`config.mk`:
```
export PLATFORM = sky130hd
export DESIGN_NAME = table_id_allocator
export DESIGN_NICKNAME = d
export VERILOG_FILES = /design/src/rtl/core/tia_pkg.sv /design/src/rtl/core/tia_ffs.sv /design/src/rtl/core/tia_bitmap_mem.sv /design/src/rtl/core/table_id_allocator.sv
export SDC_FILE = /design/constraint.sdc
export NUM_CORES = 1
export LEC_CHECK = 0
export ABC_CLOCK_PERIOD_IN_PS = 7300
export BUFFER_PORTS_ARGS = -buffer_cell sky130_fd_sc_hd__clkbuf_2
export CAP_MARGIN = 5
export CORE_ASPECT_RATIO = 1.1
export CORE_UTILIZATION = 30
export CTS_CLUSTER_SIZE = 10
export DETAILED_ROUTE_END_ITERATION = 8
export GPL_TIMING_DRIVEN = 0
export MAX_ROUTING_LAYER = met4
export SYNTH_ARGS = -nofsm -noshare
export SYNTH_HDL_FRONTEND = slang
export SYNTH_SLANG_ARGS = --single-unit
```
`constraint.sdc`:
```
create_clock -name clk_i -period 7.3 [get_ports clk_i]
set_clock_uncertainty 0.1 [all_clocks]
set_input_delay 0.73 -clock clk_i [delete_from_list [all_inputs] [get_ports clk_i]]
set_output_delay 0.73 -clock clk_i [all_outputs]
set_load 0.005 [all_outputs]
```
`src/rtl/core/tia_pkg.sv`:
```
`timescale 1ns / 1ps

package tia_pkg;

  // bitmap word handled by the search unit
  localparam int WORD_W = 32;
  localparam int BIT_W  = 5;

  typedef logic [WORD_W-1:0] tia_word_t;

  typedef enum logic [1:0] {
    FUNC_ALLOC_FIRST = 2'd0,
    FUNC_ALLOC_SPEC  = 2'd1,
    FUNC_FREE        = 2'd2,
    FUNC_MARK_USED   = 2'd3
  } tia_func_e;

  typedef enum logic [2:0] {
    ST_INIT,
    ST_IDLE,
    ST_LOOKUP,
    ST_MODIFY,
    ST_SCAN,
    ST_DONE
  } tia_state_e;

  // result of the find-first-free unit
  typedef struct packed {
    logic             hit;
    logic [BIT_W-1:0] pos;
  } tia_ffs_t;

endpackage

```
`src/rtl/core/tia_ffs.sv`:
```
`timescale 1ns / 1ps

module tia_ffs (
  input  tia_pkg::tia_word_t word_i,
  input  tia_pkg::tia_word_t mask_i,
  output tia_pkg::tia_ffs_t  res_o
);

  tia_pkg::tia_word_t cand;

  assign cand = word_i & mask_i;

  // lowest set bit wins
  always_comb begin
    res_o = '0;
    for (int b = tia_pkg::WORD_W - 1; b >= 0; b--) begin
      if (cand[b]) begin
        res_o.hit = 1'b1;
        res_o.pos = tia_pkg::BIT_W'(b);
      end
    end
  end

endmodule

```
`src/rtl/core/tia_bitmap_mem.sv`:
```
`timescale 1ns / 1ps

module tia_bitmap_mem #(
  parameter int NUM_WORDS = 32,
  parameter int AW        = 5
) (
  input  logic               clk_i,
  input  logic               rd_en_i,
  input  logic [AW-1:0]      rd_addr_i,
  output tia_pkg::tia_word_t rd_data_o,
  input  logic               wr_en_i,
  input  logic [AW-1:0]      wr_addr_i,
  input  tia_pkg::tia_word_t wr_data_i
);

  tia_pkg::tia_word_t mem_q [NUM_WORDS];
  tia_pkg::tia_word_t rd_data_q;

  always_ff @(posedge clk_i) begin
    if (wr_en_i) begin
      mem_q[wr_addr_i] <= wr_data_i;
    end
  end

  always_ff @(posedge clk_i) begin
    if (rd_en_i) begin
      rd_data_q <= mem_q[rd_addr_i];
    end
  end

  assign rd_data_o = rd_data_q;

endmodule

```
`src/rtl/core/table_id_allocator.sv`:
```
`timescale 1ns / 1ps
// identifier allocator over a free bitmap with a next-fit search hint
// input channel: in_valid_i / in_stall_o carries func_i and req_id_i; one item
//   gives exactly one result on out_valid_o / out_stall_i (ok_o, granted_id_o)
// the bitmap lives in a single-port-read, single-port-write word memory of
//   32-bit words; one find-first-set unit examines one word per cycle
// free, mark used and allocate specific pass through lookup, modify and done
//   to the output register (an id out of range goes straight to done);
//   allocate first scans upward from the hint word, then wraps from word
//   zero, and starts with the wrap pass once the hint has reached NUM_IDS
// one item at a time: in_stall_o is high from accept until the result has
//   been moved into the output register
// reset: a fill sweep writes the initial map, one word per cycle, over all
//   ceil(NUM_IDS / 32) words; id zero starts reserved, the rest free, and
//   in_stall_o stays high until the sweep ends
// a stalled output holds its item; the next item may be accepted while it
//   waits, but its result stays inside until the output register frees up
module table_id_allocator #(
  parameter int NUM_IDS = 1024
) (
  input  logic       clk_i,
  input  logic       rst_ni,
  input  logic       in_valid_i,
  output logic       in_stall_o,
  input  logic [1:0] func_i,
  input  logic [9:0] req_id_i,
  output logic       out_valid_o,
  input  logic       out_stall_i,
  output logic       ok_o,
  output logic [9:0] granted_id_o
);

  localparam int NUM_WORDS = (NUM_IDS + tia_pkg::WORD_W - 1) / tia_pkg::WORD_W;
  localparam int AW        = (NUM_WORDS > 1) ? $clog2(NUM_WORDS) : 1;
  localparam int CW        = $clog2(NUM_WORDS + 1);
  localparam int HINT_W    = $clog2(NUM_IDS + 1);
  localparam logic [AW-1:0] LAST_W = AW'(NUM_WORDS - 1);

  // initial map word: every existing id free except id zero
  function automatic tia_pkg::tia_word_t init_word(input logic [AW-1:0] w);
    int                 base;
    tia_pkg::tia_word_t v;
    base = int'(w) * tia_pkg::WORD_W;
    for (int b = 0; b < tia_pkg::WORD_W; b++) begin
      v[b] = ((base + b) < NUM_IDS) && ((base + b) != 0);
    end
    return v;
  endfunction

  tia_pkg::tia_state_e state_q, state_d;
  tia_pkg::tia_func_e  func_q, func_d;
  logic [9:0]          req_q, req_d;
  logic [HINT_W-1:0]   hint_q, hint_d;
  logic                pass_q, pass_d;     // 0 upward from hint, 1 wrap from zero
  logic [CW-1:0]       rd_addr_q, rd_addr_d;
  logic                chk_vld_q, chk_vld_d;
  logic [AW-1:0]       chk_addr_q, chk_addr_d;
  logic [AW-1:0]       init_q, init_d;
  logic                res_ok_q, res_ok_d;
  logic [9:0]          res_id_q, res_id_d;
  logic                out_vld_q, out_vld_d;
  logic                out_ok_q, out_ok_d;
  logic [9:0]          out_id_q, out_id_d;

  logic                mem_re;
  logic [AW-1:0]       mem_raddr;
  tia_pkg::tia_word_t  mem_rdata;
  logic                mem_we;
  logic [AW-1:0]       mem_waddr;
  tia_pkg::tia_word_t  mem_wdata;

  tia_pkg::tia_word_t  scan_mask;
  tia_pkg::tia_ffs_t   ffs;

  logic [HINT_W-1:0]   hint_word;
  logic [4:0]          hint_bit;
  logic [AW-1:0]       req_word;
  tia_pkg::tia_word_t  req_onehot;
  logic                in_range;
  logic                rd_issue;

  assign hint_word  = hint_q >> 5;
  assign hint_bit   = 5'(hint_q & HINT_W'(31));
  assign req_word   = AW'(req_q >> 5);
  assign req_onehot = tia_pkg::tia_word_t'(1) << req_q[4:0];
  assign in_range   = (32'(req_id_i) < NUM_IDS);
  assign rd_issue   = (rd_addr_q < CW'(NUM_WORDS));

  // upward pass ignores ids below the hint; the wrap pass sees every id,
  // since nothing at or above the hint was free
  always_comb begin
    if (pass_q || (HINT_W'(chk_addr_q) > hint_word)) begin
      scan_mask = '1;
    end else if (HINT_W'(chk_addr_q) == hint_word) begin
      scan_mask = {tia_pkg::WORD_W{1'b1}} << hint_bit;
    end else begin
      scan_mask = '0;
    end
  end

  tia_bitmap_mem #(
    .NUM_WORDS (NUM_WORDS),
    .AW        (AW)
  ) u_mem (
    .clk_i     (clk_i),
    .rd_en_i   (mem_re),
    .rd_addr_i (mem_raddr),
    .rd_data_o (mem_rdata),
    .wr_en_i   (mem_we),
    .wr_addr_i (mem_waddr),
    .wr_data_i (mem_wdata)
  );

  tia_ffs u_ffs (
    .word_i (mem_rdata),
    .mask_i (scan_mask),
    .res_o  (ffs)
  );

  always_ff @(posedge clk_i or negedge rst_ni) begin
    if (!rst_ni) begin
      state_q   <= tia_pkg::ST_INIT;
      hint_q    <= HINT_W'(1);
      pass_q    <= 1'b0;
      rd_addr_q <= '0;
      chk_vld_q <= 1'b0;
      init_q    <= '0;
      out_vld_q <= 1'b0;
    end else begin
      state_q   <= state_d;
      hint_q    <= hint_d;
      pass_q    <= pass_d;
      rd_addr_q <= rd_addr_d;
      chk_vld_q <= chk_vld_d;
      init_q    <= init_d;
      out_vld_q <= out_vld_d;
    end
  end

  always_ff @(posedge clk_i) begin
    func_q     <= func_d;
    req_q      <= req_d;
    chk_addr_q <= chk_addr_d;
    res_ok_q   <= res_ok_d;
    res_id_q   <= res_id_d;
    out_ok_q   <= out_ok_d;
    out_id_q   <= out_id_d;
  end

  always_comb begin
    state_d    = state_q;
    func_d     = func_q;
    req_d      = req_q;
    hint_d     = hint_q;
    pass_d     = pass_q;
    rd_addr_d  = rd_addr_q;
    chk_vld_d  = chk_vld_q;
    chk_addr_d = chk_addr_q;
    init_d     = init_q;
    res_ok_d   = res_ok_q;
    res_id_d   = res_id_q;
    out_vld_d  = out_vld_q;
    out_ok_d   = out_ok_q;
    out_id_d   = out_id_q;
    mem_re     = 1'b0;
    mem_raddr  = req_word;
    mem_we     = 1'b0;
    mem_waddr  = chk_addr_q;
    mem_wdata  = mem_rdata;

    // output register drains when taken
    if (out_vld_q && !out_stall_i) begin
      out_vld_d = 1'b0;
    end

    unique case (state_q)
      tia_pkg::ST_INIT: begin
        mem_we    = 1'b1;
        mem_waddr = init_q;
        mem_wdata = init_word(init_q);
        if (init_q == LAST_W) begin
          state_d = tia_pkg::ST_IDLE;
        end else begin
          init_d = init_q + AW'(1);
        end
      end

      tia_pkg::ST_IDLE: begin
        if (in_valid_i) begin
          func_d = tia_pkg::tia_func_e'(func_i);
          req_d  = req_id_i;
          if (tia_pkg::tia_func_e'(func_i) == tia_pkg::FUNC_ALLOC_FIRST) begin
            chk_vld_d = 1'b0;
            if (hint_q >= HINT_W'(NUM_IDS)) begin
              pass_d    = 1'b1;
              rd_addr_d = '0;
            end else begin
              pass_d    = 1'b0;
              rd_addr_d = CW'(hint_q >> 5);
            end
            state_d = tia_pkg::ST_SCAN;
          end else if (in_range) begin
            state_d = tia_pkg::ST_LOOKUP;
          end else begin
            res_ok_d = 1'b0;
            res_id_d = '0;
            state_d  = tia_pkg::ST_DONE;
          end
        end
      end

      tia_pkg::ST_LOOKUP: begin
        mem_re    = 1'b1;
        mem_raddr = req_word;
        state_d   = tia_pkg::ST_MODIFY;
      end

      tia_pkg::ST_MODIFY: begin
        mem_waddr = req_word;
        res_ok_d  = 1'b0;
        res_id_d  = '0;
        unique case (func_q)
          tia_pkg::FUNC_ALLOC_SPEC: begin
            if (mem_rdata[req_q[4:0]]) begin
              mem_we    = 1'b1;
              mem_wdata = mem_rdata & ~req_onehot;
              res_ok_d  = 1'b1;
              res_id_d  = req_q;
            end
          end
          tia_pkg::FUNC_FREE: begin
            mem_we    = 1'b1;
            mem_wdata = mem_rdata | req_onehot;
            res_ok_d  = 1'b1;
          end
          tia_pkg::FUNC_MARK_USED: begin
            mem_we    = 1'b1;
            mem_wdata = mem_rdata & ~req_onehot;
            res_ok_d  = 1'b1;
          end
          default: begin
            res_ok_d = 1'b0;
          end
        endcase
        state_d = tia_pkg::ST_DONE;
      end

      tia_pkg::ST_SCAN: begin
        // read one word ahead while the previous one is checked
        mem_re     = rd_issue;
        mem_raddr  = rd_addr_q[AW-1:0];
        chk_vld_d  = rd_issue;
        chk_addr_d = rd_addr_q[AW-1:0];
        if (rd_issue) begin
          rd_addr_d = rd_addr_q + CW'(1);
        end
        if (chk_vld_q) begin
          if (ffs.hit) begin
            mem_we    = 1'b1;
            mem_waddr = chk_addr_q;
            mem_wdata = mem_rdata & ~(tia_pkg::tia_word_t'(1) << ffs.pos);
            res_ok_d  = 1'b1;
            res_id_d  = 10'({chk_addr_q, ffs.pos});
            if (!pass_q) begin
              hint_d = hint_q + HINT_W'(1);
            end
            state_d = tia_pkg::ST_DONE;
          end else if (chk_addr_q == LAST_W) begin
            if (!pass_q) begin
              // wrap: restart at word zero, drop the read in flight
              pass_d    = 1'b1;
              rd_addr_d = '0;
              chk_vld_d = 1'b0;
            end else begin
              res_ok_d = 1'b0;
              res_id_d = '0;
              state_d  = tia_pkg::ST_DONE;
            end
          end
        end
      end

      tia_pkg::ST_DONE: begin
        if (!out_vld_q || !out_stall_i) begin
          out_vld_d = 1'b1;
          out_ok_d  = res_ok_q;
          out_id_d  = res_id_q;
          state_d   = tia_pkg::ST_IDLE;
        end
      end

      default: begin
        state_d = tia_pkg::ST_IDLE;
      end
    endcase
  end

  assign in_stall_o   = (state_q != tia_pkg::ST_IDLE);
  assign out_valid_o  = out_vld_q;
  assign ok_o         = out_ok_q;
  assign granted_id_o = out_id_q;

  // the hint never runs past the pool size
  a_hint_bound : assert property (@(posedge clk_i) disable iff (!rst_ni)
    hint_q <= HINT_W'(NUM_IDS))
    else $error("scan hint beyond pool size");

  // a failed item never carries an id
  a_fail_no_id : assert property (@(posedge clk_i) disable iff (!rst_ni)
    out_valid_o && !ok_o |-> granted_id_o == '0)
    else $error("failed result with nonzero id");

  // a hit in the upward pass moves the hint by exactly one
  a_hint_step : assert property (@(posedge clk_i) disable iff (!rst_ni)
    (state_q == tia_pkg::ST_SCAN) && chk_vld_q && ffs.hit && !pass_q
      |=> hint_q == $past(hint_q) + HINT_W'(1))
    else $error("hint did not advance by one");

  // the map is only written by the fill sweep, an update or a scan hit
  a_write_src : assert property (@(posedge clk_i) disable iff (!rst_ni)
    mem_we |-> (state_q == tia_pkg::ST_INIT) || (state_q == tia_pkg::ST_MODIFY)
      || (state_q == tia_pkg::ST_SCAN))
    else $error("bitmap write outside update states");

endmodule

```
## Yosys cells after proc, flatten, opt, wreduce, memory -nomap -nowiden

Memories as Yosys holds them, arrays and structs flattened. A register that Yosys moved wholly into a read port is not among the register bits.
Cells that the tools add are included.

| operators by class | value |
|---|---|
| muxes and demuxes | 98 |
| add/sub/neg operators | 34 |
| shift-type cells | 3 |
| equality and inequality tests | 21 |
| $lt $le $gt $ge | 36 |
| bitwise logic cells | 8 |
| reduce and logical (&&, ||, !) cells | 82 |

Operators by type and width:

| cell | count |
|---|---|
| $reduce_bool A32 Y1 | 32 |
| $lt A32 B12 Y1 const B | 31 |
| $mux W6 | 40 |
| $pmux W32 S3 | 2 |
| $add A10 B5 Y11 const B | 16 |
| $mux W32 | 5 |
| $and A32 B32 Y32 | 3 |
| $add A10 B4 Y11 const B | 8 |
| $not A32 Y32 | 2 |
| $shl A1 B5 Y32 const A | 2 |
| $mux W10 | 6 |
| $add A10 B3 Y11 const B | 4 |
| $logic_and A1 B1 Y1 | 33 |
| $or A32 B32 Y32 | 1 |
| $shl A32 B5 Y32 const A | 1 |
| $mux W1 | 25 |
| $mux W3 | 8 |
| $add A10 B2 Y11 const B | 2 |
| $pmux W10 S2 | 1 |
| $pmux W3 S6 | 1 |
| $ne A2 B2 Y1 const B | 7 |
| $pmux W6 S2 | 1 |
| $reduce_and A6 Y1 | 2 |
| $add A10 B1 Y11 const B | 1 |
| 32 further kinds | 48 |

| storage, ports and cells | value |
|---|---|
| bits of input ports | 16 |
| RAM bits | 1024 |
| register bits after elaboration | 67 |
| memories | 1 |
| output and inout port bits | 13 |

Memories:

| memory | depth | bits a word | read ports | clocked after memory_dff | write ports | line | source |
|---|---|---|---|---|---|---|---|
| u_mem.mem_q | 32 | 32 | 1 | 1 | 1 | tia_bitmap_mem.sv:16 | `tia_pkg::tia_word_t mem_q [NUM_WORDS];` |

## Depth between registers and ports, before layout

| logic depth | value |
|---|---|
| depth in word-level cells | 42 |
| gate-level depth with buffers | 15 |

## Cells and area by module

A second synthesis with hierarchy kept.

| unflattened totals | value |
|---|---|
| cells, all modules | 2937 |
| area total of the unflattened synthesis | 46390.7 µm² |

Modules (own cells, without submodules):

| module | instances | seq. area each (µm²) | area an instance (µm²) | cells an instance |
|---|---|---|---|---|
| tia_bitmap_mem | 1 | 31710.4 | 40805.4 | 2260 |
| table_id_allocator | 1 | 1873.0 | 5079.9 | 595 |
| tia_ffs | 1 | 0.0 | 505.5 | 82 |

## Worst setup path before layout

No wires, ideal clock.

| timing | value |
|---|---|
| path kind | reg2reg |
| from | register chk_addr_q[3] |
| to | memory u_mem.mem_q[30][0] (netlist name) (enable) |
| period minus slack after synthesis | 6.594 ns |
| required time | 6.698 ns |
| setup slack | 0.706 ns |
| buffers on the path | 2 |
| arrival | 5.992 ns |
| cell stages (with the launch flop) | 13 |
| path through | edfxtp_1 > ha_1 > and4b_1 > buf_2 > nand3_1 > a211oi_1 > o32ai_1 > nand3b_1 > and2b_1 > a21oi_1 > buf_2 > a31oi_4 > nor4_1 |

| on the way | value |
|---|---|
| word-level cells in the longest chain between the ends | 41 |
| elaborated cells between the ends (all ways) | 44 |
| classes of those cells | order compare: 1; eq/ne: 1; mux: 40; bitwise: 1; reduce/logical: 1 |

RTL lines:

| what | line | source |
|---|---|---|
| start: declaration | table_id_allocator.sv:57 | `logic [AW-1:0] chk_addr_q, chk_addr_d;` |
| start signal: assignment | table_id_allocator.sv:143 | `chk_addr_q <= chk_addr_d;` |
| $gt A5 B6 Y1 / $eq A5 B6 Y1 (equally long branches) | table_id_allocator.sv:92, table_id_allocator.sv:94 |  |
| $logic_or A1 B1 Y1 / $mux W32 (equally long branches) | table_id_allocator.sv:92, table_id_allocator.sv:94 |  |
| $mux W32 | table_id_allocator.sv:92 | `if (pass_q \|\| (HINT_W'(chk_addr_q) > hint_word)) begin` |
| $and A32 B32 Y32 | tia_ffs.sv:11 | `assign cand = word_i & mask_i;` |
| $mux W6 (32 in a row) | tia_ffs.sv:17 | `if (cand[b]) begin` |
| $mux W1 | table_id_allocator.sv:258 | `if (ffs.hit) begin` |
| $mux W1 | table_id_allocator.sv:257 | `if (chk_vld_q) begin` |
| $pmux W1 S3 | table_id_allocator.sv:176 | `unique case (state_q)` |
| $mux W1 | tia_bitmap_mem.sv:20 | `if (wr_en_i) begin` |
| $mux W1 (not written as such) | tia_bitmap_mem.sv:21 | `mem_q[wr_addr_i] <= wr_data_i;` |
| end: declaration | tia_bitmap_mem.sv:16 |  |

Parallel ways exist; a longest one is shown, timed or not.

## Worst setup path after layout

| timing | value |
|---|---|
| from | register chk_addr_q[1] |
| to | memory u_mem.mem_q[23][25] (netlist name) (enable) |

The elaborated chain is that of the path after synthesis.

==> flow_summary.toml <==
[sta]
worst_slew_pin_slew_ps = 1420
relSlewSlack_pct = 4.61
slew_violations = 0
hold_violations = 0
max_freq_ghz = 0.162
setup_viol = 0
rsz0062_at_grt = "false"
fin_crit_ps = 6160
finalWorstSetupSlack_ps = 1140
holdWs_ps = 61.0
period_share_pct = 84.4

[pwr]
swShare_pct = 34.7
clock_power_share_pct = 25.7
p_int_mw = 14.6
power_frac_comb_pct = 33.4
leakagePower_nw = 17.5
p_per_area_nw_per_um2 = 403
seqPwrFrac_pct = 40.9
power_mw = 22.4
power.switching_mw = 7.76
peakVddDrop_uv = 349

[run_status]
status = "complete, no violations"

[critical_path]
slowest_delay_ps = 1010
cp_cell_sequence = "ha_1, nand3b_1, nor2_2, a21oi_2, buf_2, o21ai_1, nand4b_1, nor4_2, a21oi_1, a31oi_2, buf_2, nor2_4, buf_16"
critPathMaxFanout = 17
crit_path_end = "u_mem.mem_q[23][25]"
crit_family = "simple AND/OR/NAND/NOR gates"
crit_start = "chk_addr_q[1]"
critPathBufInv = 3
reg2reg_depth = 13
crit_arrival_ps = 6540
cp-start-kind = "flip-flop"
critical_path_depth = 13
crit_path_frequent_cell = "buf_2"
worstSetupEndpointType = "flip-flop"
critPathRequiredTime_ps = 7680
critPathKind = "flip-flop to flip-flop"
worstReg2RegEnd = "u_mem.mem_q[23][25]"
reg2reg_from = "chk_addr_q[1]"
cpMaxStageDelayCell = "a31oi_2"
r2r_setup_slack_ps = 1140

[final_layout]
drive_gt1_share_pct = 21.2
final_common_cell = "edfxtp_1"
final_cell_mix = "edfxtp_1 (1095), nand2_1 (362), mux4_2 (266)"
area_growth_pct = 18.9
utilization_pct = 36.0
final_cells = 5119
fin_nets = 3052

[synthesis]
synth_top_cell_area_share_pct = 70.4
ys.warnings.count = 0
syn_nets = 2802
synth_ff_type = "edfxtp_1"
async_reset_ff_share_pct = 2.49
synth.distinct_cells = 86
synth-seq-cells = 1123
ys_seq_area_share_pct = 71.9
synth_area_sq_um = 46700
syn_area_per_cell_sq_um = 16.8
yosys.area.top_type = "edfxtp_1"
synth_cells = 2774
synth-edff-count = 1095
synth_area_leaders = "edfxtp_1 (70%), mux4_2 (13%), nand2_1 (2.9%)"

[die]
coreArea_sq_um = 154000
dieArea_sq_um = 157000
pin_count = 29
die_w_um = 378
row_count = 151
start_util_pct = 30.3
die_y_um = 416

[cts]
clkLatencyLatePin_ps = 770
root_buffer = "clkbuf_16"
cts.repair.resized = 0
cts-htree-levels = 4
path_clk_slew_ps = 60
cts_tree = "done"
cts_sinks = 1123
numCtsBuffers = 132
cts_buffer_depth = 3

[worst_hold_path]
hp-class = "input port to flip-flop"

[place]
place_ws_ps = 675
portBuffers = 28
hpwlAfterDp_mm = 96.4
gp_congestion = 0.932
dp_cells = 4950

[global_routing]
first_global_vias = 27407
grt_max_degree = 33
grt_usage_pct = 17.8
antenna_found_initial = 3
grt_pass1_wl_mm = 196
grt_overflow = 0

[job]
max-cap-violations = 0

[route]
antenna_left = 0
wl_per_cell_um = 26.4
via_per_inst = 5.31
drtIter0Drc = 2754
vias = 27170
routed_wl_mm = 135
drc = 0
dr.pass1.iters = 5
worst register-to-register path, stage by stage, from the launching register on:
cell      delay, ps
edfxtp_1        510
ha_1            470
nand3b_1        330
nor2_2          550
a21oi_2          60
buf_2           250
o21ai_1         270
nand4b_1        350
nor4_2          660
a21oi_1         180
a31oi_2        1010
buf_2           620
nor2_4          250
buf_16          240
how the worst min path moves through the flow:
stage | from | endpoint | slack (ps) | cells after the start
floorplan | res_id_q[0] | granted_id_o[0] | 300 | 0
global placement | res_ok_q | ok_o | 300 | 0
detailed placement | res_ok_q | ok_o | 310 | 0
CTS | req_id_i[0] | req_q[0] | 1 | 1
global route | req_id_i[0] | req_q[0] | 30 | 1
finish | req_id_i[0] | req_q[0] | 60 | 1
Yosys cell counts, types with 7 or more instances:
| cell type | instances |
|---|---|
| a22oi_1 | 7 |
| nand3_1 | 193 |
| o22a_1 | 7 |
| o211ai_1 | 11 |
| a21boi_0 | 26 |
| nand2_1 | 362 |
| a21oi_1 | 59 |
| dfrtp_1 | 27 |
| inv_1 | 31 |
| xnor2_1 | 10 |
| ha_1 | 12 |
| a211oi_1 | 36 |
| o31ai_1 | 12 |
| a31oi_1 | 17 |
| o21ai_0 | 67 |
| nor3_1 | 50 |
| buf_2 | 17 |
| mux2i_1 | 7 |
| buf_1 | 53 |
| nor2_1 | 117 |
| a41oi_1 | 17 |
| nor2b_1 | 11 |
| and3_1 | 15 |
| a22o_1 | 9 |
| mux4_2 | 266 |
| o22ai_1 | 12 |
| clkbuf_1 | 92 |
| nand4_1 | 7 |
| nor4_1 | 7 |
| edfxtp_1 | 1095 |
| o21ai_1 | 11 |
timing repair:
action	in CTS	in global routing
hold buffers	3	0
buffers inserted	0	0
hold endpoints to repair	29	0
registers in the layout, indices dropped and copies added (netlist names), 2 cells and up:
register,cells
u_mem.rd_data_o,32
func_q,2
init_q,5
chk_addr_q,5
hint_q,11
granted_id_o,10
req_q,10
state_q,3
res_id_q,10
rd_addr_q,6
u_mem.mem_q,1024
layer usage:
metal | wire [um] | global-route usage, %
met5 | 0 | -
met3 | 9140 | 3.39
met2 | 63300 | 27.0
met4 | 8030 | 9.85
met1 | 54600 | 22.3
cell families (layout without fill, tap and decap cells):
logic type,after synthesis,in the layout,synth area share (%)
AND/OR/NAND/NOR,811,811,7.80
adder cells (fa/ha/maj),12,12,0.321
multiplexers,279,279,13.1
other,0,1,0
flip-flops,1123,1123,71.9
AO/OA/AOI/OAI,343,343,5.07
XOR/XNOR,13,13,0.244
buffers and inverters,193,472,1.60
power groups by stage:
stage	Sequential, mW	Combinational (mW)	Clock (mW)
after floorplan	9.21	3.59	0
after detailed placement	9.28	7.43	0
after global routing	9.19	7.89	6.07
after CTS	9.15	7.45	5.86
final	9.16	7.48	5.74
after global placement	9.52	6.11	0
area by class of cell:
cell class	count	area (sq um)
Inverter	31	116
Fill cell	14331	98800
Timing Repair Buffer	116	1860
Tap cell	2065	2580
Buffer	162	631
Antenna cell	1	2.50
Clock inverter	15	158
Sequential cell	1123	33600
Clock buffer	148	3450
Multi-Input combinational cell	1458	13200
through the flow:
stage,cell area [sq um],TNS (ps)
after detailed placement,51900,0
after floorplan,46700,0
after global placement,49500,-837420
final,55600,0
after global routing,55600,0
after CTS,55500,0
Note: power is estimated with default switching activity, not from simulation.
